$ cat src/lexical_token_scanner_unit_defines.svh
// Assertion macros for the lexical token scanner.
// Used by the top level only; needs i_clk and i_rst_n in scope.
`ifndef LEXICAL_TOKEN_SCANNER_UNIT_DEFINES_SVH
`define LEXICAL_TOKEN_SCANNER_UNIT_DEFINES_SVH

// property that must hold at every edge out of reset
`define LTS_ASSERT_ALWAYS(label, prop, msg) \
    label: assert property (@(posedge i_clk) disable iff (!i_rst_n) (prop)) else $error(msg);

// implication checked at every edge out of reset
`define LTS_ASSERT_IMPL(label, ante, cons, msg) \
    label: assert property (@(posedge i_clk) disable iff (!i_rst_n) (ante) |-> (cons)) \
        else $error(msg);

`endif

$ cat src/lts_pkg.sv
// Shared types and constants for the lexical token scanner.
// No dependencies; imported by every module of the block.
package lts_pkg;

    localparam int KEYWORD_SLOTS_DEF = 32;
    localparam int KEYWORD_LEN_DEF   = 16;
    localparam int TOKEN_LEN_DEF     = 32;
    localparam int LINE_LEN_DEF      = 1024;
    localparam int QUEUE_DEPTH       = 4;

    typedef enum logic [1:0] {
        CMD_SRC = 2'd0,
        CMD_EOL = 2'd1,
        CMD_KWC = 2'd2,
        CMD_KWE = 2'd3
    } t_cmd;

    typedef enum logic [2:0] {
        M_IDLE, M_IDENT, M_NUMBER, M_STAR, M_LT, M_GT, M_COLON
    } t_mode;

    localparam logic [2:0] K_RESERVED = 3'd0;
    localparam logic [2:0] K_IDENT    = 3'd1;
    localparam logic [2:0] K_INTEGER  = 3'd2;
    localparam logic [2:0] K_OPERATOR = 3'd3;
    localparam logic [2:0] K_DELIM    = 3'd4;
    localparam logic [2:0] K_BADCHAR  = 3'd5;
    localparam logic [2:0] K_DIGLET   = 3'd6;
    localparam logic [2:0] K_COLON    = 3'd7;

    localparam logic [3:0] OP_MINUS = 4'd0;
    localparam logic [3:0] OP_STAR  = 4'd1;
    localparam logic [3:0] OP_SLASH = 4'd2;
    localparam logic [3:0] OP_PLUS  = 4'd3;
    localparam logic [3:0] OP_EQ    = 4'd4;
    localparam logic [3:0] OP_LT    = 4'd5;
    localparam logic [3:0] OP_GT    = 4'd6;
    localparam logic [3:0] OP_AT    = 4'd7;
    localparam logic [3:0] OP_CARET = 4'd8;
    localparam logic [3:0] OP_POW   = 4'd9;
    localparam logic [3:0] OP_NE    = 4'd10;
    localparam logic [3:0] OP_LE    = 4'd11;
    localparam logic [3:0] OP_GE    = 4'd12;
    localparam logic [3:0] OP_ASSIGN = 4'd13;

    localparam logic [3:0] D_LPAREN = 4'd0;
    localparam logic [3:0] D_RPAREN = 4'd1;
    localparam logic [3:0] D_LBRACE = 4'd2;
    localparam logic [3:0] D_RBRACE = 4'd3;
    localparam logic [3:0] D_COMMA  = 4'd4;
    localparam logic [3:0] D_SEMI   = 4'd5;
    localparam logic [3:0] CODE_NONE = 4'd0;

    localparam logic [7:0] CH_SPACE = 8'h20;
    localparam logic [7:0] CH_TAB   = 8'h09;
    localparam logic [7:0] CH_STAR  = 8'h2A;
    localparam logic [7:0] CH_LT    = 8'h3C;
    localparam logic [7:0] CH_GT    = 8'h3E;
    localparam logic [7:0] CH_COLON = 8'h3A;
    localparam logic [7:0] CH_EQ    = 8'h3D;
    localparam logic [7:0] CH_MINUS = 8'h2D;
    localparam logic [7:0] CH_SLASH = 8'h2F;
    localparam logic [7:0] CH_PLUS  = 8'h2B;
    localparam logic [7:0] CH_AT    = 8'h40;
    localparam logic [7:0] CH_CARET = 8'h5E;
    localparam logic [7:0] CH_LPAR  = 8'h28;
    localparam logic [7:0] CH_RPAR  = 8'h29;
    localparam logic [7:0] CH_LBRC  = 8'h7B;
    localparam logic [7:0] CH_RBRC  = 8'h7D;
    localparam logic [7:0] CH_COMMA = 8'h2C;
    localparam logic [7:0] CH_SEMI  = 8'h3B;

    typedef struct packed {
        logic [1:0] cmd;
        logic [7:0] ch;
    } t_req;

    typedef struct packed {
        logic [2:0]  kind;
        logic [3:0]  code;
        logic [4:0]  keyword_index;
        logic [5:0]  token_length;
        logic [15:0] line_number;
        logic [9:0]  start_column;
        logic        last;
    } t_res;

    // control broadcast to every keyword cell
    typedef struct packed {
        logic wr_char;   // store keyword char in the owning cell
        logic kw_end;    // close the owning cell, pass ownership on
        logic start;     // first letter of an identifier
        logic extend;    // further letter or digit of an identifier
        logic overflow;  // identifier already at full length
    } t_cell_ctl;

endpackage

$ cat src/lts_queue.sv
// Result queue between the scanner and the output channel; takes up to two results a cycle.
// Depends on lts_pkg for the result type.
module lts_queue
    import lts_pkg::*;
(
    input  logic       i_clk,
    input  logic       i_rst_n,
    input  logic [1:0] i_push,
    input  t_res       i_d0,
    input  t_res       i_d1,
    output logic       o_room2,
    output logic       o_valid,
    output t_res       o_res,
    input  logic       i_stall
);
    localparam int AW = $clog2(QUEUE_DEPTH);

    t_res        r_mem [QUEUE_DEPTH];
    logic [AW-1:0] r_rd, r_wr;
    logic [AW:0]   r_count;
    logic          pop;

    assign o_valid = (r_count != '0);
    assign o_res   = r_mem[r_rd];
    assign pop     = o_valid && !i_stall;
    assign o_room2 = (r_count <= (AW+1)'(QUEUE_DEPTH - 2));

    always_ff @(posedge i_clk) begin
        if (!i_rst_n) begin
            r_rd    <= '0;
            r_wr    <= '0;
            r_count <= '0;
        end else begin
            r_wr    <= r_wr + AW'(i_push);
            r_rd    <= r_rd + AW'(pop);
            r_count <= r_count + (AW+1)'(i_push) - (AW+1)'(pop);
        end
    end

    always_ff @(posedge i_clk) begin
        if (i_push != 2'd0) begin
            r_mem[r_wr] <= i_d0;
        end
        if (i_push == 2'd2) begin
            r_mem[r_wr + AW'(1)] <= i_d1;
        end
    end
endmodule

$ cat config.mk
export PLATFORM = sky130hd
export DESIGN_NAME = lts_queue
export DESIGN_NICKNAME = d
export VERILOG_FILES = /design/src/lexical_token_scanner_unit_defines.svh /design/src/lts_pkg.sv /design/src/lts_queue.sv
export SDC_FILE = /design/constraint.sdc
export NUM_CORES = 1
export LEC_CHECK = 0
export BUFFER_PORTS_ARGS = -buffer_cell sky130_fd_sc_hd__buf_2
export CAP_MARGIN = 0
export CORE_ASPECT_RATIO = 1.5
export CORE_MARGIN = 1
export CORE_UTILIZATION = 40
export CTS_CLUSTER_DIAMETER = 150
export DETAILED_ROUTE_END_ITERATION = 8
export PLACE_DENSITY = 0.59
export SETUP_SLACK_MARGIN = 0.2
export SYNTH_ARGS = -nofsm -noshare
export SYNTH_HDL_FRONTEND = slang
export SYNTH_SLANG_ARGS = --single-unit
export TNS_END_PERCENT = 50
$ cat constraint.sdc
create_clock -name i_clk -period 5.5 [get_ports i_clk]
set_clock_uncertainty 0.05 [all_clocks]
set_input_delay 0 -clock i_clk [delete_from_list [all_inputs] [get_ports i_clk]]
set_output_delay 0 -clock i_clk [all_outputs]
set_load 0.02 [all_outputs]
# Yosys cells after proc, flatten, opt, wreduce, memory -nomap -nowiden
# Memories as Yosys holds them, arrays and structs flattened. A register that Yosys moved wholly into a read port is not among the register bits.
# Cells that the tools add are included.
dict set report op_classes {
  n_addsub 5
  magnitude_cmp 1
  n_eq_ne 1
  muxes 5
  n_reduce_logical 4
}
# cell count
set op_table {}
lappend op_table {{$mux 1} 4}
lappend op_table {{$add 3x2->3} 1}
lappend op_table {{$le 3x2->1 const B} 1}
lappend op_table {{$reduce_bool 3->1} 1}
lappend op_table {{$sub 3x1->3} 1}
lappend op_table {{$add 2x1->2} 1}
lappend op_table {{$add 2x1->2 const B} 1}
lappend op_table {{$add 2x2->2} 1}
lappend op_table {{$eq 2x2->1 const B} 1}
lappend op_table {{$mux 2} 1}
lappend op_table {{$reduce_bool 2->1} 1}
lappend op_table {{$logic_and 1x1->1} 1}
lappend op_table {{$logic_not 1->1} 1}
dict set report word_totals {
  reg_bits 7
  ramBits 180
  output_inout_bits 47
  wordCells 20
  memories 1
}
# name words word_bits read_ports rd_clocked_by_memory_dff write_ports line
set memory_table {}
lappend memory_table {r_mem 4 45 1 1 2 lts_queue.sv:18} ;# t_res r_mem [QUEUE_DEPTH];

# Longest topological paths before layout
dict set report depth {
  ltp_word 4
  mapped_depth 8
  mapped_depth_nobuf 8
}

# Worst setup path before layout
# Ideal clock, no wire load.
dict set report synth_timing {
  path_type {register to register}
  startpoint {register r_wr[0]}
  endpoint {memory r_mem[0][0] (netlist name) (enable)}
  setup_time_ps 515
  arrival_ps 3850
  required_ps 4935
  path_slack_ps 1086
  path_stages_with_launch 3
  n_path_buf 1
  synth_period_minus_slack_ps 4414
  path_cell_list {dfxtp_1 -> buf_2 -> o31ai_1}
}
# element line
set synth_rtl {}
lappend synth_rtl {{start: declaration} lts_queue.sv:19} ;# logic [AW-1:0] r_rd, r_wr;
lappend synth_rtl {{start signal: assignment} lts_queue.sv:34} ;# r_wr <= r_wr + AW'(i_push);
lappend synth_rtl {{end: declaration} lts_queue.sv:18}

==> metrics.yaml <==
timing:
  tightest_slew_ns: 1.06
  finalHoldViolCount: 0
  drv_slew: 0
  fin_crit_ns: 3.13
  whs_ns: 0.0584
  max_clock_freq_mhz: 320
  finalSetupViolCount: 0
  period_share_pct: 56.9
  grt_setup_unrepaired: "no"
  tns_ns: 0
  slew_headroom_pct: 29.2
critical_path:
  cpLargestDelayFamily: "buffers and inverters"
  critical_path_class: "reg2reg"
  crit_required_ns: 5.62
  cp_slowest_cell: "buf_4"
  critical-path-max-stage-delay_ns: 0.79
  crit_chain: "nor4_4 -> buf_4 -> mux2_2 -> dlygate4sd3_1"
  path_buf_inv: 2
  crit-reg2reg-launch: "r_wr[1]$_SDFF_PN0_"
  crit_start: "r_wr[1]$_SDFF_PN0_"
  worstPathArrival_ns: 3.25
  setup.worst_path.start_class: "flop"
  endpoint_kind: "flop"
  critPathMaxFanout: 40
cts:
  clock-sinks: 187
  cts_root_buf: "clkbuf_16"
  cts_made_buffers: 17
  clkLatencyLatePin_ns: 0.42
  clkTransAtPathRegs_ns: 0.06
  cts_tree: "yes"
  htreeDepth: 4
  clock_path_buffers: 2
drt:
  drt-total-wl_mm: 21.6
  vias: 5464
  drt_iter0_markers: 311
  wl_per_cell_um: 20.6
  drc: 0
  via_per_inst: 5.21
  ant_nets: 0
  first_pass_iters: 4
run_status:
  outcome: "completed"
power_and_ir_drop:
  intPower_mw: 2.94
  p_sw_mw: 1.11
  pwr-share-seq_pct: 45.5
  p_per_area_mw_per_mm2: 333
  ir_worst_vdd_mv: 0.183
  swShare_pct: 27.4
  pwr-share-clk_pct: 30.7
  combinationalPowerShare_pct: 23.8
  leakagePower_nw: 4.40
worst_hold_path:
  hp-start: "i_push[1]"
  hold_class: "in2reg"
placement:
  gp_congestion: 0.728
  dp_hpwl_mm: 12.1
  io_buffers: 141
logic_synthesis:
  postSynthAreaPerCell_um2: 19.1
  ys.warnings.count: 0
  yosys.area_share.simple_pct: 1.57
  synth-xor-area-share_pct: 0.379
  synth-compound-area-share_pct: 0.542
  syn-instance-count: 483
  ys_async_sr_fraction_pct: 0
  ys_seq_elements: 187
  synth_fa_ha_area_share_pct: 0.623
  synthMuxAreaShare_pct: 34.5
  syn-num-nets: 582
  seq_area_frac_synth_pct: 60.0
  ys_types: 31
  synth_area_mm2: 0.00924
  synth_top_family_by_area: "multiplexers"
  synth-edff-count: 180
  ys.flop_type: "edfxtp_1"
grt:
  antenna_found_initial: 0
  grt_max_degree: 49
  grt_pass1_vias: 6219
  grt.overflow.total: 0
  grtUsageTotal_pct: 19.2
  grt_pass1_wl_mm: 33.7
die:
  io_pins: 142
  std_cell_rows: 67
  die_area_mm2: 0.0237
  die_w_um: 126
  die_h_um: 188
  core_area_mm2: 0.0225
  initial_core_util_pct: 41.1
cells_and_area:
  nNetsFinal: 859
  fillers: 1862
  final_common_cell: "edfxtp_1"
  antenna_cells: 0
  layout_common_cells: "180 x edfxtp_1, 141 x buf_2, 140 x mux2_2, 138 x dlygate4sd3_1, 45 x mux4_2"
  syn_to_final_growth_pct: 31.6
  drive_gt1_share_pct: 53.6
flow_run:
  maxCapViolations: 0
-- registers in the layout, indices dropped and copies added (netlist names) --
signal	cells
r_wr	2
r_mem	180
r_rd	2
r_count	3
-- logic make-up (layout without fill, tap and decap cells) --
group | Yosys count | after routing
adders and majority gates | 4 | 4
DFF | 187 | 187
xor gates and xnor gates | 4 | 4
muxes | 225 | 225
buffers and inverters | 34 | 324
and+or+nand+nor | 21 | 21
AOI/OAI and AO/OA | 8 | 8
-- per-layer routing --
| layer | wire [µm] | vias to the layer above | track usage [%] |
|---|---|---|---|
| met1 | 8530 | 2790 | 21.4 |
| met3 | 714 | 20 | 3.37 |
| met5 | 0 | - | 0 |
| met4 | 392 | 0 | 7.69 |
| met2 | 11900 | 131 | 35.7 |
| li1 | - | 2523 | - |
-- path summary, 6_finish.rpt --
check | endpoint | slack [ns] | depth (start not counted)
setup / recovery | r_mem[1][2]$_DFFE_PP_ | 2.37 | 4
hold / removal | r_wr[1]$_SDFF_PN0_ | 0.06 | 4
setup reg to reg | r_mem[1][2]$_DFFE_PP_ | 2.37 | 4
hold reg to reg | r_rd[1]$_SDFF_PN0_ | 0.52 | 2
-- synth_stat cells, types with 2 or more instances --
library cell	number	area (µm²)
a21boi_0	2	15.0
mux4_2	45	1010
mux2_2	140	1580
nand2_1	2	7.51
xnor2_1	4	35.0
buf_4	9	67.6
clkbuf_1	2	7.51
buf_2	12	60.1
and2_1	5	31.3
a21oi_1	2	10.0
inv_1	4	15.0
ha_1	3	37.5
or3_1	3	18.8
dfxtp_1	7	140
nor2_1	3	11.3
buf_6	5	56.3
edfxtp_1	180	5410
mux2_4	40	601
o21ai_0	2	10.0
buf_1	2	7.51
-- tightest hold or removal path, stage by stage --
cell and delay, ns:
buf_2 0.12, xnor2_1 0.11, xnor2_1 0.15, and2_1 0.11
-- power groups by stage --
| stage | clock, mW | sequential (mW) | combinational [mW] |
|---|---|---|---|
| 6_report | 1.24 | 1.85 | 0.965 |
| 5_1_grt | 1.32 | 1.87 | 1.03 |
| 4_1_cts | 1.26 | 1.85 | 0.981 |
| 3_5_place_dp | 0 | 1.88 | 0.886 |
| 3_3_place_gp | 0 | 1.87 | 0.876 |
| 2_1_floorplan | 0 | 1.80 | 0.658 |
-- area by class of cell --
type / count / area [µm²] / share of cell area [%]
Clock buffer: 19 / 433 / 3.56
Clock inverter: 13 / 150 / 1.23
Inverter: 4 / 15.0 / 0.123
Multi-Input combinational cell: 262 / 3510 / 28.9
Sequential cell: 187 / 5550 / 45.7
Tap cell: 276 / 345 / 2.84
Timing Repair Buffer: 288 / 2150 / 17.7
-- metrics by stage --
step / setup slack (ns) / cell area, µm² / util [%] / total power, mW / std cells
after floorplan: 1.09 / 9240 / - / 2.46 / 483
after global placement: 2.90 / 10200 / 45.4 / 2.75 / 879
after detailed placement: 2.87 / 10200 / 45.4 / 2.77 / 879
after CTS: 2.32 / 12200 / 54.1 / 4.09 / 1049
after global routing: 2.24 / 12200 / 54.1 / 4.22 / 1049
final: 2.37 / 12200 / 54.1 / 4.05 / 1049
-- timing repair --
item	4_1_cts	5_1_grt
hold endpoints to repair	187	0
resized for setup	0	0
hold buffers	138	0
buffers inserted	0	0
Note: power is estimated with default switching activity, not from simulation.
