### src/lexical_token_scanner_unit_defines.svh
// Assertion macros for the lexical token scanner.
// Used by the top level only; needs i_clk and i_rst_n in scope.
`ifndef LEXICAL_TOKEN_SCANNER_UNIT_DEFINES_SVH
`define LEXICAL_TOKEN_SCANNER_UNIT_DEFINES_SVH

// property that must hold at every edge out of reset
`define LTS_ASSERT_ALWAYS(label, prop, msg) \
    label: assert property (@(posedge i_clk) disable iff (!i_rst_n) (prop)) else $error(msg);

// implication checked at every edge out of reset
`define LTS_ASSERT_IMPL(label, ante, cons, msg) \
    label: assert property (@(posedge i_clk) disable iff (!i_rst_n) (ante) |-> (cons)) \
        else $error(msg);

`endif

### src/lts_pkg.sv
// Shared types and constants for the lexical token scanner.
// No dependencies; imported by every module of the block.
package lts_pkg;

    localparam int KEYWORD_SLOTS_DEF = 32;
    localparam int KEYWORD_LEN_DEF   = 16;
    localparam int TOKEN_LEN_DEF     = 32;
    localparam int LINE_LEN_DEF      = 1024;
    localparam int QUEUE_DEPTH       = 4;

    typedef enum logic [1:0] {
        CMD_SRC = 2'd0,
        CMD_EOL = 2'd1,
        CMD_KWC = 2'd2,
        CMD_KWE = 2'd3
    } t_cmd;

    typedef enum logic [2:0] {
        M_IDLE, M_IDENT, M_NUMBER, M_STAR, M_LT, M_GT, M_COLON
    } t_mode;

    localparam logic [2:0] K_RESERVED = 3'd0;
    localparam logic [2:0] K_IDENT    = 3'd1;
    localparam logic [2:0] K_INTEGER  = 3'd2;
    localparam logic [2:0] K_OPERATOR = 3'd3;
    localparam logic [2:0] K_DELIM    = 3'd4;
    localparam logic [2:0] K_BADCHAR  = 3'd5;
    localparam logic [2:0] K_DIGLET   = 3'd6;
    localparam logic [2:0] K_COLON    = 3'd7;

    localparam logic [3:0] OP_MINUS = 4'd0;
    localparam logic [3:0] OP_STAR  = 4'd1;
    localparam logic [3:0] OP_SLASH = 4'd2;
    localparam logic [3:0] OP_PLUS  = 4'd3;
    localparam logic [3:0] OP_EQ    = 4'd4;
    localparam logic [3:0] OP_LT    = 4'd5;
    localparam logic [3:0] OP_GT    = 4'd6;
    localparam logic [3:0] OP_AT    = 4'd7;
    localparam logic [3:0] OP_CARET = 4'd8;
    localparam logic [3:0] OP_POW   = 4'd9;
    localparam logic [3:0] OP_NE    = 4'd10;
    localparam logic [3:0] OP_LE    = 4'd11;
    localparam logic [3:0] OP_GE    = 4'd12;
    localparam logic [3:0] OP_ASSIGN = 4'd13;

    localparam logic [3:0] D_LPAREN = 4'd0;
    localparam logic [3:0] D_RPAREN = 4'd1;
    localparam logic [3:0] D_LBRACE = 4'd2;
    localparam logic [3:0] D_RBRACE = 4'd3;
    localparam logic [3:0] D_COMMA  = 4'd4;
    localparam logic [3:0] D_SEMI   = 4'd5;
    localparam logic [3:0] CODE_NONE = 4'd0;

    localparam logic [7:0] CH_SPACE = 8'h20;
    localparam logic [7:0] CH_TAB   = 8'h09;
    localparam logic [7:0] CH_STAR  = 8'h2A;
    localparam logic [7:0] CH_LT    = 8'h3C;
    localparam logic [7:0] CH_GT    = 8'h3E;
    localparam logic [7:0] CH_COLON = 8'h3A;
    localparam logic [7:0] CH_EQ    = 8'h3D;
    localparam logic [7:0] CH_MINUS = 8'h2D;
    localparam logic [7:0] CH_SLASH = 8'h2F;
    localparam logic [7:0] CH_PLUS  = 8'h2B;
    localparam logic [7:0] CH_AT    = 8'h40;
    localparam logic [7:0] CH_CARET = 8'h5E;
    localparam logic [7:0] CH_LPAR  = 8'h28;
    localparam logic [7:0] CH_RPAR  = 8'h29;
    localparam logic [7:0] CH_LBRC  = 8'h7B;
    localparam logic [7:0] CH_RBRC  = 8'h7D;
    localparam logic [7:0] CH_COMMA = 8'h2C;
    localparam logic [7:0] CH_SEMI  = 8'h3B;

    typedef struct packed {
        logic [1:0] cmd;
        logic [7:0] ch;
    } t_req;

    typedef struct packed {
        logic [2:0]  kind;
        logic [3:0]  code;
        logic [4:0]  keyword_index;
        logic [5:0]  token_length;
        logic [15:0] line_number;
        logic [9:0]  start_column;
        logic        last;
    } t_res;

    // control broadcast to every keyword cell
    typedef struct packed {
        logic wr_char;   // store keyword char in the owning cell
        logic kw_end;    // close the owning cell, pass ownership on
        logic start;     // first letter of an identifier
        logic extend;    // further letter or digit of an identifier
        logic overflow;  // identifier already at full length
    } t_cell_ctl;

endpackage

### src/lts_cell.sv
// One keyword slot: stored word, length and match state for the current identifier.
// Depends on lts_pkg; load ownership passes to the next cell in the chain.
module lts_cell
    import lts_pkg::*;
#(
    parameter int KEYWORD_LEN = KEYWORD_LEN_DEF,
    parameter int TOKEN_LEN   = TOKEN_LEN_DEF
) (
    input  logic                             i_clk,
    input  logic                             i_rst_n,
    input  logic                             i_first,
    input  t_cell_ctl                        i_ctl,
    input  logic [7:0]                       i_ch,
    input  logic [$clog2(TOKEN_LEN+1)-1:0]   i_pos,
    input  logic [$clog2(KEYWORD_LEN+1)-1:0] i_load_pos,
    input  logic                             i_prev_own,
    output logic                             o_own,
    output logic                             o_used,
    output logic                             o_hit
);
    localparam int PW  = $clog2(TOKEN_LEN+1);
    localparam int LW  = $clog2(KEYWORD_LEN+1);
    localparam int KIW = $clog2(KEYWORD_LEN);

    logic [7:0]    r_chars [KEYWORD_LEN];
    logic [LW-1:0] r_klen;
    logic          r_own, r_used, r_mask, r_hit;
    logic          n_mask;
    logic          cmp;
    logic [PW+KIW-1:0] posx;
    logic [LW+KIW-1:0] lposx;

    assign posx  = (PW+KIW)'(i_pos);
    assign lposx = (LW+KIW)'(i_load_pos);

    always_comb begin
        cmp = (32'(i_pos) < 32'(KEYWORD_LEN)) && (32'(i_pos) < 32'(r_klen)) &&
              (r_chars[posx[KIW-1:0]] == i_ch);
        n_mask = r_mask;
        if (i_ctl.start) begin
            n_mask = r_used & cmp;
        end else if (i_ctl.extend) begin
            n_mask = i_ctl.overflow ? 1'b0 : (r_mask & cmp);
        end
    end

    always_ff @(posedge i_clk) begin
        if (!i_rst_n) begin
            r_own  <= i_first;
            r_used <= 1'b0;
            r_mask <= 1'b0;
            r_hit  <= 1'b0;
        end else begin
            if (i_ctl.kw_end) begin
                if (r_own) begin
                    r_own  <= 1'b0;
                    r_used <= 1'b1;
                end else if (i_prev_own) begin
                    r_own <= 1'b1;
                end
            end
            if (i_ctl.start || i_ctl.extend) begin
                r_mask <= n_mask;
                r_hit  <= n_mask && (32'(r_klen) == 32'(i_pos) + 32'd1);
            end
        end
    end

    always_ff @(posedge i_clk) begin
        if (i_ctl.wr_char && r_own) begin
            r_chars[lposx[KIW-1:0]] <= i_ch;
        end
        if (i_ctl.kw_end && r_own) begin
            r_klen <= i_load_pos;
        end
    end

    assign o_own  = r_own;
    assign o_used = r_used;
    assign o_hit  = r_hit;
endmodule

### config.mk
export PLATFORM = sky130hd
export DESIGN_NAME = lts_cell
export DESIGN_NICKNAME = d
export VERILOG_FILES = /design/src/lexical_token_scanner_unit_defines.svh /design/src/lts_pkg.sv /design/src/lts_cell.sv
export SDC_FILE = /design/constraint.sdc
export NUM_CORES = 1
export LEC_CHECK = 0
export ABC_AREA = 1
export BUFFER_PORTS_ARGS = -buffer_cell sky130_fd_sc_hd__buf_2
export CORE_ASPECT_RATIO = 0.6
export CORE_MARGIN = 3
export CORE_UTILIZATION = 45
export DETAILED_ROUTE_END_ITERATION = 10
export REMOVE_ABC_BUFFERS = 1
export SETUP_SLACK_MARGIN = 0.3
export SKIP_LAST_GASP = 1
export SLEW_MARGIN = 20
export SYNTH_ARGS = -nofsm -noshare
export SYNTH_HDL_FRONTEND = slang
export SYNTH_SLANG_ARGS = --single-unit
### constraint.sdc
create_clock -name i_clk -period 1.98 [get_ports i_clk]
set_clock_uncertainty 0.2 [all_clocks]
set_input_delay 0.297 -clock i_clk [delete_from_list [all_inputs] [get_ports i_clk]]
set_output_delay 0.297 -clock i_clk [all_outputs]
set_load 0.02 [all_outputs]
; Word-level counts from Yosys, hierarchy flattened
; Memories as Yosys holds them, arrays and structs flattened.
; Cells that the tools add are included.
[totals]
register_bits = 9
mem_bits_rw = 128
in_bits = 28
word_cells = 30
n_memories = 1
[classes]
n_addsub = 1
n_lt_le_gt_ge = 2
n_eq_ne = 3
n_mux = 9
n_bitwise = 2
reduce_logical = 7
[memory_table]
columns = name, words, word_bits, rd, rd_clocked_by_memory_dff, write_ports, line_no
row1 = r_chars, 16, 8, 1, 0, 1, lts_cell.sv:25  ; logic [7:0] r_chars [KEYWORD_LEN];
[ops]
columns = operator, n
row1 = 1-bit 2-to-1 mux, 9
row2 = 8-bit == test, 1
row3 = 6-bit by 1-bit adder with 7-bit output (second input constant), 1
row4 = 5-bit by 7-bit == test with 1-bit output, 1
row5 = 6-bit by 5-bit < comparator with 1-bit output, 1
row6 = 6-bit by 5-bit < comparator with 1-bit output (second input constant), 1
row7 = 1-bit logical AND, 5
row8 = 1-bit AND, 2
row9 = 2-bit by 1-bit inequality test with 1-bit output (second input constant), 1
row10 = 2-bit AND reduction, 1
row11 = 1-bit logical OR, 1

; Depth between registers and ports, before layout
; Gate-level depths: netlist of the first run.
[logic_depth]
word_depth = 8
ltp_mapped = 18
mapped_depth_nobuf = 16

; Worst setup path before layout of the first run
; No wires, ideal clock.
[synth_timing]
kind = register to register
start = reg r_own, in the netlist o_own
end = mem r_chars[1][0], enable pin
setup_ns = 0.383
arrival_time_ns = 1.336
slack_ns = 0.061
path_stages_with_launch = 3
n_path_buf = 0
cell_sequence = edfxtp_1 > nand2_1 > nor3_1
[synth_between]
elab_chain_len = 3
[synth_rtl]
columns = item, line_no
row1 = start: declaration, lts_cell.sv:27  ; logic r_own, r_used, r_mask, r_hit;
row2 = start signal: assignment, lts_cell.sv:49  ; r_own <= i_first;
row3 = 1-bit logical AND, lts_cell.sv:70  ; if (i_ctl.wr_char && r_own) begin
row4 = 1-bit 2-to-1 mux, lts_cell.sv:70
row5 = 1-bit 2-to-1 mux (implied by the code), lts_cell.sv:71  ; r_chars[lposx[KIW-1:0]] <= i_ch;
row6 = end: declaration, lts_cell.sv:25
; No other way between the ends.

; Final worst setup path of the first run
[layout_timing]
start = reg r_klen[0]
end = reg r_hit, in the netlist o_hit
[layout_between]
elab_chain_len = 8
word_cells_on_any_way = 10
[layout_rtl]
columns = item, line_no
row1 = start: declaration, lts_cell.sv:26  ; logic [LW-1:0] r_klen;
row2 = start signal: assignment, lts_cell.sv:74  ; r_klen <= i_load_pos;
row3 = 6-bit by 5-bit < comparator with 1-bit output, lts_cell.sv:37  ; cmp = (32'(i_pos) < 32'(KEYWORD_LEN)) && (32'(i_pos) < 32'(r_klen)) &&
row4 = 1-bit logical AND (2 in a row), lts_cell.sv:37
row5 = 1-bit AND, lts_cell.sv:43  ; n_mask = i_ctl.overflow ? 1'b0 : (r_mask & cmp);
row6 = 1-bit 2-to-1 mux, lts_cell.sv:43
row7 = 1-bit 2-to-1 mux, lts_cell.sv:42  ; end else if (i_ctl.extend) begin
row8 = 1-bit 2-to-1 mux, lts_cell.sv:40  ; if (i_ctl.start) begin
row9 = 1-bit logical AND *, lts_cell.sv:64  ; r_hit <= n_mask && (32'(r_klen) == 32'(i_pos) + 32'd1);
row10 = end signal: assignment, lts_cell.sv:64
row11 = end: declaration, lts_cell.sv:27
; Mark *: on every way between the ends. The rest lies on a longest branch, timed or not.
; A chain may end at the register's enable or synchronous reset.

==> results of run 1 <==
cells in the final DEF, fill, tap and decap left out, drive strengths merged, types with 4 or more instances in the layout:
| cell type | synthesis | final |
|---|---|---|
| nand2 | 150 | 150 |
| edfxtp | 134 | 134 |
| inv | 84 | 88 |
| buf | 21 | 87 |
| nor2 | 78 | 78 |
| nand3 | 53 | 53 |
| o21ai | 38 | 38 |
| clkbuf | 1 | 19 |
| dlygate4sd3 | 0 | 12 |
| o211ai | 8 | 8 |
| nor3 | 7 | 7 |
| ha | 6 | 6 |
| a21oi | 5 | 5 |
| clkinv | 1 | 5 |
| clkinvlp | 0 | 4 |
registers in the layout, indices dropped and copies added, names as in the netlist:
register  flops
r_chars     128
o_used        1
r_mask        1
r_klen        5
o_own         1
o_hit         1
what timing repair did:
| item | in CTS | in global routing |
|---|---|---|
| resized for setup | 5 | 38 |
| hold buffers | 12 | 0 |
| pin swaps | 1 | 6 |
| endpoints found under the setup margin | 2 | 124 |
| setup buffers | 1 | 2 |
| hold endpoints to repair | 10 | 0 |
report_power, final:
| group | internal [mW] | total [mW] | switching, mW |
|---|---|---|---|
| registers | 3.21 | 3.22 | 0.0103 |
| clock network | 1.74 | 2.97 | 1.23 |
| logic | 0.219 | 0.592 | 0.373 |
layout make-up:
type | instances | area share
multi-input cells | 360 | 0.225
flip-flops and latches | 137 | 0.530
clock inverters | 13 | 0.0157
inverters | 85 | 0.0414
repair buffers | 99 | 0.105
well taps | 170 | 0.0276
clock buffers | 19 | 0.0562
kinds of logic (layout without fill, tap and decap cells):
logic type | Yosys count | count (layout) | synth area share
AO/OA/AOI/OAI | 57 | 57 | 0.0514
flip-flops | 137 | 137 | 0.661
XOR/XNOR | 5 | 5 | 0.00709
AND/OR/NAND/NOR | 292 | 292 | 0.192
adder cells (fa/ha/maj) | 6 | 6 | 0.0122
buffers and inverters | 107 | 216 | 0.0759
metal layers:
metal  vias up  part of all wire
li1       2198                 -
met1      2217              0.48
met2       158              0.43
met3        12             0.082
met4         0            0.0093
met5         -                 0
worst min-delay path by stage:
stage            start             to  slack, ns  depth (start not counted)
4_1_cts        i_ch[5]  r_chars[7][5]      0.003                          1
3_3_place_gp    r_mask         r_mask       0.27                          2
6_report       i_ch[5]  r_chars[7][5]       0.03                          1
5_1_grt        i_ch[5]  r_chars[7][5]       0.02                          1
2_1_floorplan  i_ch[0]  r_chars[0][0]       0.20                          0
3_5_place_dp    r_mask         r_mask       0.27                          2
per-stage QoR:
step | setup slack, ns | cells | instance area (um^2)
finish | 0.00795 | 883 | 7710
global route | -0.103 | 883 | 7710
global placement | -0.249 | 836 | 6860
floorplan | -0.178 | 582 | 6030
CTS | 0.0249 | 881 | 7570
detailed placement | -0.340 | 836 | 6860
critical path, delay by kind of cell (launching register included):
family                   cells  cell delay [ns]
AO/OA/AOI/OAI                3             0.48
flip-flops                   1             0.40
AND/OR/NAND/NOR              2             0.38
adder cells (fa/ha/maj)      1             0.29
buffers and inverters        1             0.17
==> impl_metrics.ini, run 1 <==
[critical_path]
rr_startpoint = r_klen[0]
timing.critical_path.cells = ha_1, a21oi_1, o211ai_1, nor4_2, buf_4, nand3_1, a21oi_2
cp_max_fo = 1
worstSetupEndpointType = register
crit_slowest_cell = edfxtp_1
timing.critical_path.from = r_klen[0]
crit_arrival_ns = 2.12
crit_end = o_hit
cp.required_ns = 2.13
worst-setup-path-type = register to register
rrSetupSlack_ns = 0.008
rr_worst_depth = 7
critPathMaxStageDelay_ns = 0.40
regToRegEndpoint = o_hit
crit_path_start_kind = register

[detailed_routing]
viasPerCell = 5.19
wl_mm = 15.8
wl_per_cell_um = 17.9
drtIter0Drc = 423
vias = 4585
ant_nets = 0
remaining_drc_errors = 0
drt-pass1-iter-count = 5

[sta]
drv_slew = 0
rsz0062_at_grt = yes
fmax_mhz = 507
worst_slew_pin_slew_ns = 0.442
period_minus_slack_ns = 1.97
relSlewSlack = 0.705
hold_ws_ns = 0.0268
setup_viol_count_final = 0
min_period_over_period = 0.996
finalHoldViolations = 0
timing.setup.tns_ns = 0

[floorplan]
chipWidth_um = 157
coreArea_um2 = 13100
die_y_um = 96.8
ioPinCount = 31
initial_utilization = 0.470
floorplan.rows = 32
dieArea_um2 = 15200

[logic_synthesis]
synth-seq-cells = 137
synth.most_common_cell = nand2_1
syn_inst = 604
syn_area_um2 = 6180
yosys.cell_types.count = 28
syn_avg_cell_area_um2 = 10.2
seq_area_frac_synth = 0.661
synth_ff_type = edfxtp_1
synth_edf_count = 134
yosysTopAreaCellShare = 0.651
yosysWarnings = 0
synth_common_cells = 150 x nand2_1, 134 x edfxtp_1, 76 x inv_1, 76 x nor2_1, 53 x nand3_1
async_reset_ff_frac = 0
synth.area.top_cells = edfxtp_1 65%, nand2_1 9.1%, inv_1 4.6%, nor2_1 4.6%, nand3_1 4.3%
synth_top_cell_by_area = edfxtp_1

[cts]
cts_tree = done
clockBufferDepth = 2
cts-htree-levels = 4
root_buffer = clkbuf_16
clock_sinks = 137
clk_pin_slew_ns = 0.06
cts-buffers-inserted = 17
clock_latency_ns = 0.42

[cells_and_area]
fin_util = 0.587
area_growth_pct = 24.8
nFillCells = 1094
nets = 734
diodes = 0
multiInputGateArea_um2 = 1730
drive_above_1_share = 0.220
ff_latch_area_um2 = 4080

[power]
p_per_area_nw_per_um2 = 880
ir_worst_vdd_mv = 0.640
p_leak_nw = 3.18
design_power_total_mw = 6.78

[grt]
grtUsageTotal = 0.217
grt_max_degree = 42
gr-max-usage-layer = met1
antenna_found_initial = 0
grt_use_met2 = 0.293
met1_usage = 0.337
grt_pass1_vias = 4464
gr-usage-met3 = 0.0697
grt_pass1_wl_mm = 24.6
grt_overflow_total = 0

[run_status]
status = finished clean

[flow_run]
maxCapViolCount = 0

[placement]
gp_congestion = 0.884
dp_hpwl_mm = 10.5
numPortBuffers = 30

[hold_path]
holdCritPathClass = input pin to register
(Power assumes the default switching activity.)
==> inputs of run 2 (changes only) <==
- CORE_ASPECT_RATIO: 0.6 -> 1.4
==> run 2 against run 1 <==
Sequential share of layout area grew 0.34 points. Utilization shrank 1.5 points. Worst setup slack gained 0.062 ns. Wire length shrank 4.1%. Die area shrank 0.18%. First-iteration DRC count shrank 25%. Fmax grew 3.3%. Flip-flop and latch count is the same. Via count shrank 2.2%. Final area shrank 0.63%. Combinational power shrank 3%. Clock-buffer cell count is the same. Largest cell class unchanged. Largest power group unchanged.
==> impl_metrics.ini, run 2 (synthesized netlist as in run 1, its figures left out) <==
[cts]
cts-htree-levels = 4
cts_tree = done
clock_latency_ns = 0.42
clk_pin_slew_ns = 0.06
clock_sinks = 137
clockBufferDepth = 2
root_buffer = clkbuf_16
cts-buffers-inserted = 17

[floorplan]
chipWidth_um = 105
coreArea_um2 = 13400
floorplan.rows = 50
initial_utilization = 0.461
dieArea_um2 = 15200
die_y_um = 145
ioPinCount = 31

[grt]
grt_pass1_wl_mm = 23.1
grt_max_degree = 31
antenna_found_initial = 0
grtUsageTotal = 0.205
grt_overflow_total = 0
grt_pass1_vias = 4352

[critical_path]
cp_max_fo = 2
crit_slowest_cell = edfxtp_1
timing.critical_path.cells = inv_2, ha_4, nand2_2, nand2_1, nand2_1, nand2_1, nand2_1, nand2_1, a21oi_2, nand2_1, nor2_1, nand2_1, nor2_2, nand2_1, a21oi_1
worstSetupEndpointType = register
cp_common_cell = nand2_1
cp.required_ns = 2.12
critPathMaxStageDelay_ns = 0.38
worst-setup-path-type = register to register
crit_path_start_kind = register
crit_arrival_ns = 2.05

[placement]
dp_worst_setup_slack_ns = -0.210
gp_congestion = 0.861
dp_hpwl_mm = 10.1
numPortBuffers = 30

[detailed_routing]
viasPerCell = 5.06
drtIter0Drc = 317
vias = 4482
wl_per_cell_um = 17.1
wl_mm = 15.1
remaining_drc_errors = 0
ant_nets = 0
drt-pass1-iter-count = 5

[sta]
hold_ws_ns = 0.0909
drv_slew = 0
finalHoldViolations = 0
rsz0062_at_grt = yes
setup_viol_count_final = 0
period_minus_slack_ns = 1.91
worst_slew_pin_slew_ns = 0.436
fmax_mhz = 524
min_period_over_period = 0.965
relSlewSlack = 0.709
fin_ws_ns = 0.0701

[cells_and_area]
final_cell_mix = 145 x nand2_1, 134 x edfxtp_1, 71 x inv_1, 71 x nor2_1, 51 x nand3_1
area_growth_pct = 24.0
diodes = 0
largest_reg_flops = 128
final_common_cell = nand2_1
ff_latch_area_um2 = 4080
nets = 725
nFillCells = 1111
multiInputGateArea_um2 = 1700
drive_above_1_share = 0.200

[power]
design_power_total_mw = 6.86
p_per_area_nw_per_um2 = 895
ir_worst_vdd_mv = 0.485
p_leak_nw = 3.16

[flow_run]
maxCapViolCount = 0

[run_status]
status = finished clean

[hold_path]
holdCritPathClass = input pin to register
[run 2: cell count changes in the layout (fill, tap and decap cells not counted), moves of 2 or more]
cell | before | now
buf_4 | 40 | 35
nor2_1 | 66 | 71
nor2_2 | 12 | 7
buf_2 | 30 | 27
buf_6 | 12 | 9
clkinv_4 | 2 | 4
inv_6 | 4 | 2
nor3_1 | 1 | 3
[run 2: power by group]
part / switching, mW / internal (mW)
clock network: 1.20 / 1.86
registers: 0.0119 / 3.21
logic: 0.359 / 0.216
total: 1.57 / 5.29
[run 2: per-layer routing]
metal | share of wire | GRT usage | vias to the layer above
met5 | 0 | 0 | -
met4 | 0.039 | 0.119 | 0
met3 | 0.045 | 0.0371 | 39
met2 | 0.50 | 0.355 | 146
met1 | 0.42 | 0.241 | 2125
li1 | - | - | 2172
[run 2: through the flow]
stage	setup TNS, ns	utilization	cell area, um^2	std cells
floorplan	-0.331	-	6030	582
detailed placement	-0.398	0.508	6800	836
global route	-0.184	0.572	7660	886
global placement	-0.394	0.508	6800	836
finish	0	0.572	7660	886
CTS	0	0.564	7550	884
[run 2: final timing paths]
kind | startpoint | end | slack (ns) | depth (start not counted)
worst min-delay path | i_ch[1] | r_chars[4][1] | 0.09 | 1
worst min register to register | o_hit | o_hit | 0.29 | 2
worst max-delay path | r_klen[1] | r_mask | 0.07 | 15
worst max register to register | r_klen[1] | r_mask | 0.07 | 15
[run 2: worst max-delay path, delay by kind of cell (launching register included)]
kind / cells / cell delay, ns
flops: 1 / 0.38
simple gates: 11 / 0.71
buf+inv: 1 / 0.09
fa+ha+maj: 1 / 0.20
compound gates: 2 / 0.27
[run 2: what timing repair did]
action,CTS,global route
resized for setup,4,32
gates cloned,0,0
endpoints found under the hold margin,14,0
hold buffers,13,0
setup buffers,3,2
setup endpoints to repair,75,131
pin swaps,1,2
[run 2: final cells by class]
cell class / count / share of cell area
Sequential cell: 137 / 0.533
Timing Repair Buffer: 90 / 0.0978
Tap cell: 182 / 0.0297
Multi-Input combinational cell: 360 / 0.222
Inverter: 85 / 0.0417
Clock inverter: 13 / 0.0189
Clock buffer: 19 / 0.0565
==> inputs of run 3 (changes only) <==
- BUFFER_PORTS_ARGS: -buffer_cell sky130_fd_sc_hd__buf_2 -> -buffer_cell sky130_fd_sc_hd__clkbuf_2
- clock period: 1.98 -> 1.9 ns (I/O delays scaled with it)
==> run 3 against run 2 <==
The run now ends with negative setup slack left. Non-clock buffer count is 7 higher. Die area stayed put. Wire length is 1.9% higher. Final area is 1.3% higher. Clock-buffer cell count stayed put. Sequential power is 4% higher. Register-to-register slack worse by 0.12 ns. Clock power is 4% lower. Critical path type unchanged.
==> impl_metrics.ini, run 3 (synthesized netlist as in run 1, its figures left out) <==
[critical_path]
worstSetupEndpointType = register
crit_path_start_kind = register
cp_max_fo = 2
regToRegEndpoint = o_hit
cp_common_cell = nand2_1
cp.required_ns = 2.05
crit_slowest_cell = edfxtp_1
critPathMaxStageDelay_ns = 0.38
rr_worst_depth = 15
rrSetupSlack_ns = -0.05
timing.critical_path.cells = inv_2, ha_4, nand2_2, nand2_2, nand2_1, nand2_1, nand2_1, nand2_1, a21oi_2, nand2_1, nor2_1, nand2_1, nor2_2, nand3_1, a21oi_1
crit_arrival_ns = 2.10
rr_startpoint = r_klen[1]
worst-setup-path-type = register to register

[power]
pwr-share-comb = 0.090
pwr-share-seq = 0.485
ir_worst_vdd_mv = 0.573
p_leak_nw = 3.18
p_per_area_nw_per_um2 = 893
intPower_mw = 5.26
clock_power_share = 0.425
sw_frac_of_total = 0.241
p_switching_mw = 1.67

[placement]
numPortBuffers = 30
gp_congestion = 0.887
dpl.cell_count = 848
dp_hpwl_mm = 10.3
dp_worst_setup_slack_ns = -0.272

[cells_and_area]
final_cell_mix = 146 x nand2_1, 134 x edfxtp_1, 74 x inv_1
final_common_cell = nand2_1
largest_reg_flops = 128
nets = 732
drive_above_1_share = 0.214
diodes = 0
fin_cells = 893
nFillCells = 1156
fin_util = 0.580
area_growth_pct = 25.6

[cts]
cts-htree-levels = 4
clock_sinks = 137
clockBufferDepth = 2
cts_tree = done
clk_pin_slew_ns = 0.06
cts-buffers-inserted = 17
root_buffer = clkbuf_16
clock_latency_ns = 0.41

[sta]
relSlewSlack = 0.720
fin_ws_ns = -0.0511
period_minus_slack_ns = 1.95
setup_viol_count_final = 2
worst_slew_pin_slew_ns = 0.416
timing.setup.tns_ns = -0.0803
finalHoldViolations = 0
min_period_over_period = 1.03
drv_slew = 0
fmax_mhz = 513
rsz0062_at_grt = yes

[floorplan]
ioPinCount = 31
floorplan.rows = 50
chipWidth_um = 105
initial_utilization = 0.461
die_y_um = 145
dieArea_um2 = 15200
coreArea_um2 = 13400

[hold_path]
hold_path_end = r_chars[7][3]
holdCritPathClass = input pin to register
min-delay-start = i_ch[3]
min_path_cells = 1

[detailed_routing]
ant_nets = 0
drtIter0Drc = 225
viasPerCell = 5.08
wl_per_cell_um = 17.3
drt-pass1-iter-count = 4
vias = 4535
remaining_drc_errors = 0
wl_mm = 15.4

[grt]
antenna_found_initial = 0
grt_pass1_wl_mm = 23.1
grtUsageTotal = 0.208
grt_max_degree = 33
grt_pass1_vias = 4378
grt_overflow_total = 0

[run_status]
status = complete, but fails checks
violations = negative setup slack

[flow_run]
maxCapViolCount = 0
==> run 3: cell types whose count changed in the layout (fill, tap and decap cells not counted), sizes merged, moves of 2 or more <==
cell / change
clkinvlp: +6
buf: -20
clkbuf: +29
clkinv: -5
dlygate4sd3: -2
bufinv: -2
==> run 3: power groups by stage <==
stage | Clock (mW) | Sequential, mW | Combinational (mW)
CTS | 2.98 | 3.36 | 0.598
detailed placement | 0 | 3.42 | 0.561
finish | 2.94 | 3.36 | 0.626
global placement | 0 | 3.42 | 0.552
global route | 3.11 | 3.36 | 0.684
floorplan | 0 | 3.42 | 0.250
==> run 3: repair_timing <==
| item | CTS | global route |
|---|---|---|
| pin swaps | 12 | 6 |
| buffers inserted | 0 | 2 |
| endpoints found under the hold margin | 10 | 0 |
| gates resized for setup | 28 | 27 |
| setup endpoints to repair | 98 | 131 |
| hold buffers | 11 | 0 |
==> run 3: per-layer routing <==
metal,part of all wire,global-route usage,wire [um]
met4,0.040,0.0961,615
met5,0,0,0
met3,0.035,0.0456,547
met2,0.53,0.376,8160
met1,0.40,0.236,6110
==> run 3: worst max-delay path by stage <==
stage               slack (ns)    end  startpoint
CTS                      -0.09  o_hit   r_klen[1]
global route             -0.25  o_hit   r_klen[1]
detailed placement       -0.27  o_hit    i_pos[1]
floorplan                -0.25  o_hit    i_pos[0]
finish                   -0.05  o_hit   r_klen[1]
global placement         -0.24  o_hit    i_pos[0]
==> run 3: worst max-delay path: cells and delay by family (launching register included) <==
kind,cells,cell delay (ns)
compound gates,2,0.27
fa+ha+maj,1,0.20
buf+inv,1,0.10
flops,1,0.38
simple gates,11,0.73
==> run 3: final cells by class <==
class	instances	area [um^2]	area share
clock buffer	19	433	0.0558
inverter	85	324	0.0418
sequential	137	4080	0.526
tap	182	228	0.0293
timing repair buffer	97	807	0.104
clock inverter	13	98.8	0.0127
multi-input combinational	360	1790	0.230
==> run 3: stage by stage <==
step                hold slack (ns)  power, mW  instance area (um^2)
global placement              0.267       3.97                  6890
CTS                          0.0122       6.94                  7630
detailed placement            0.265       3.98                  6890
floorplan                     0.184       3.67                  6030
global route                 0.0285       7.15                  7760
finish                       0.0310       6.93                  7760
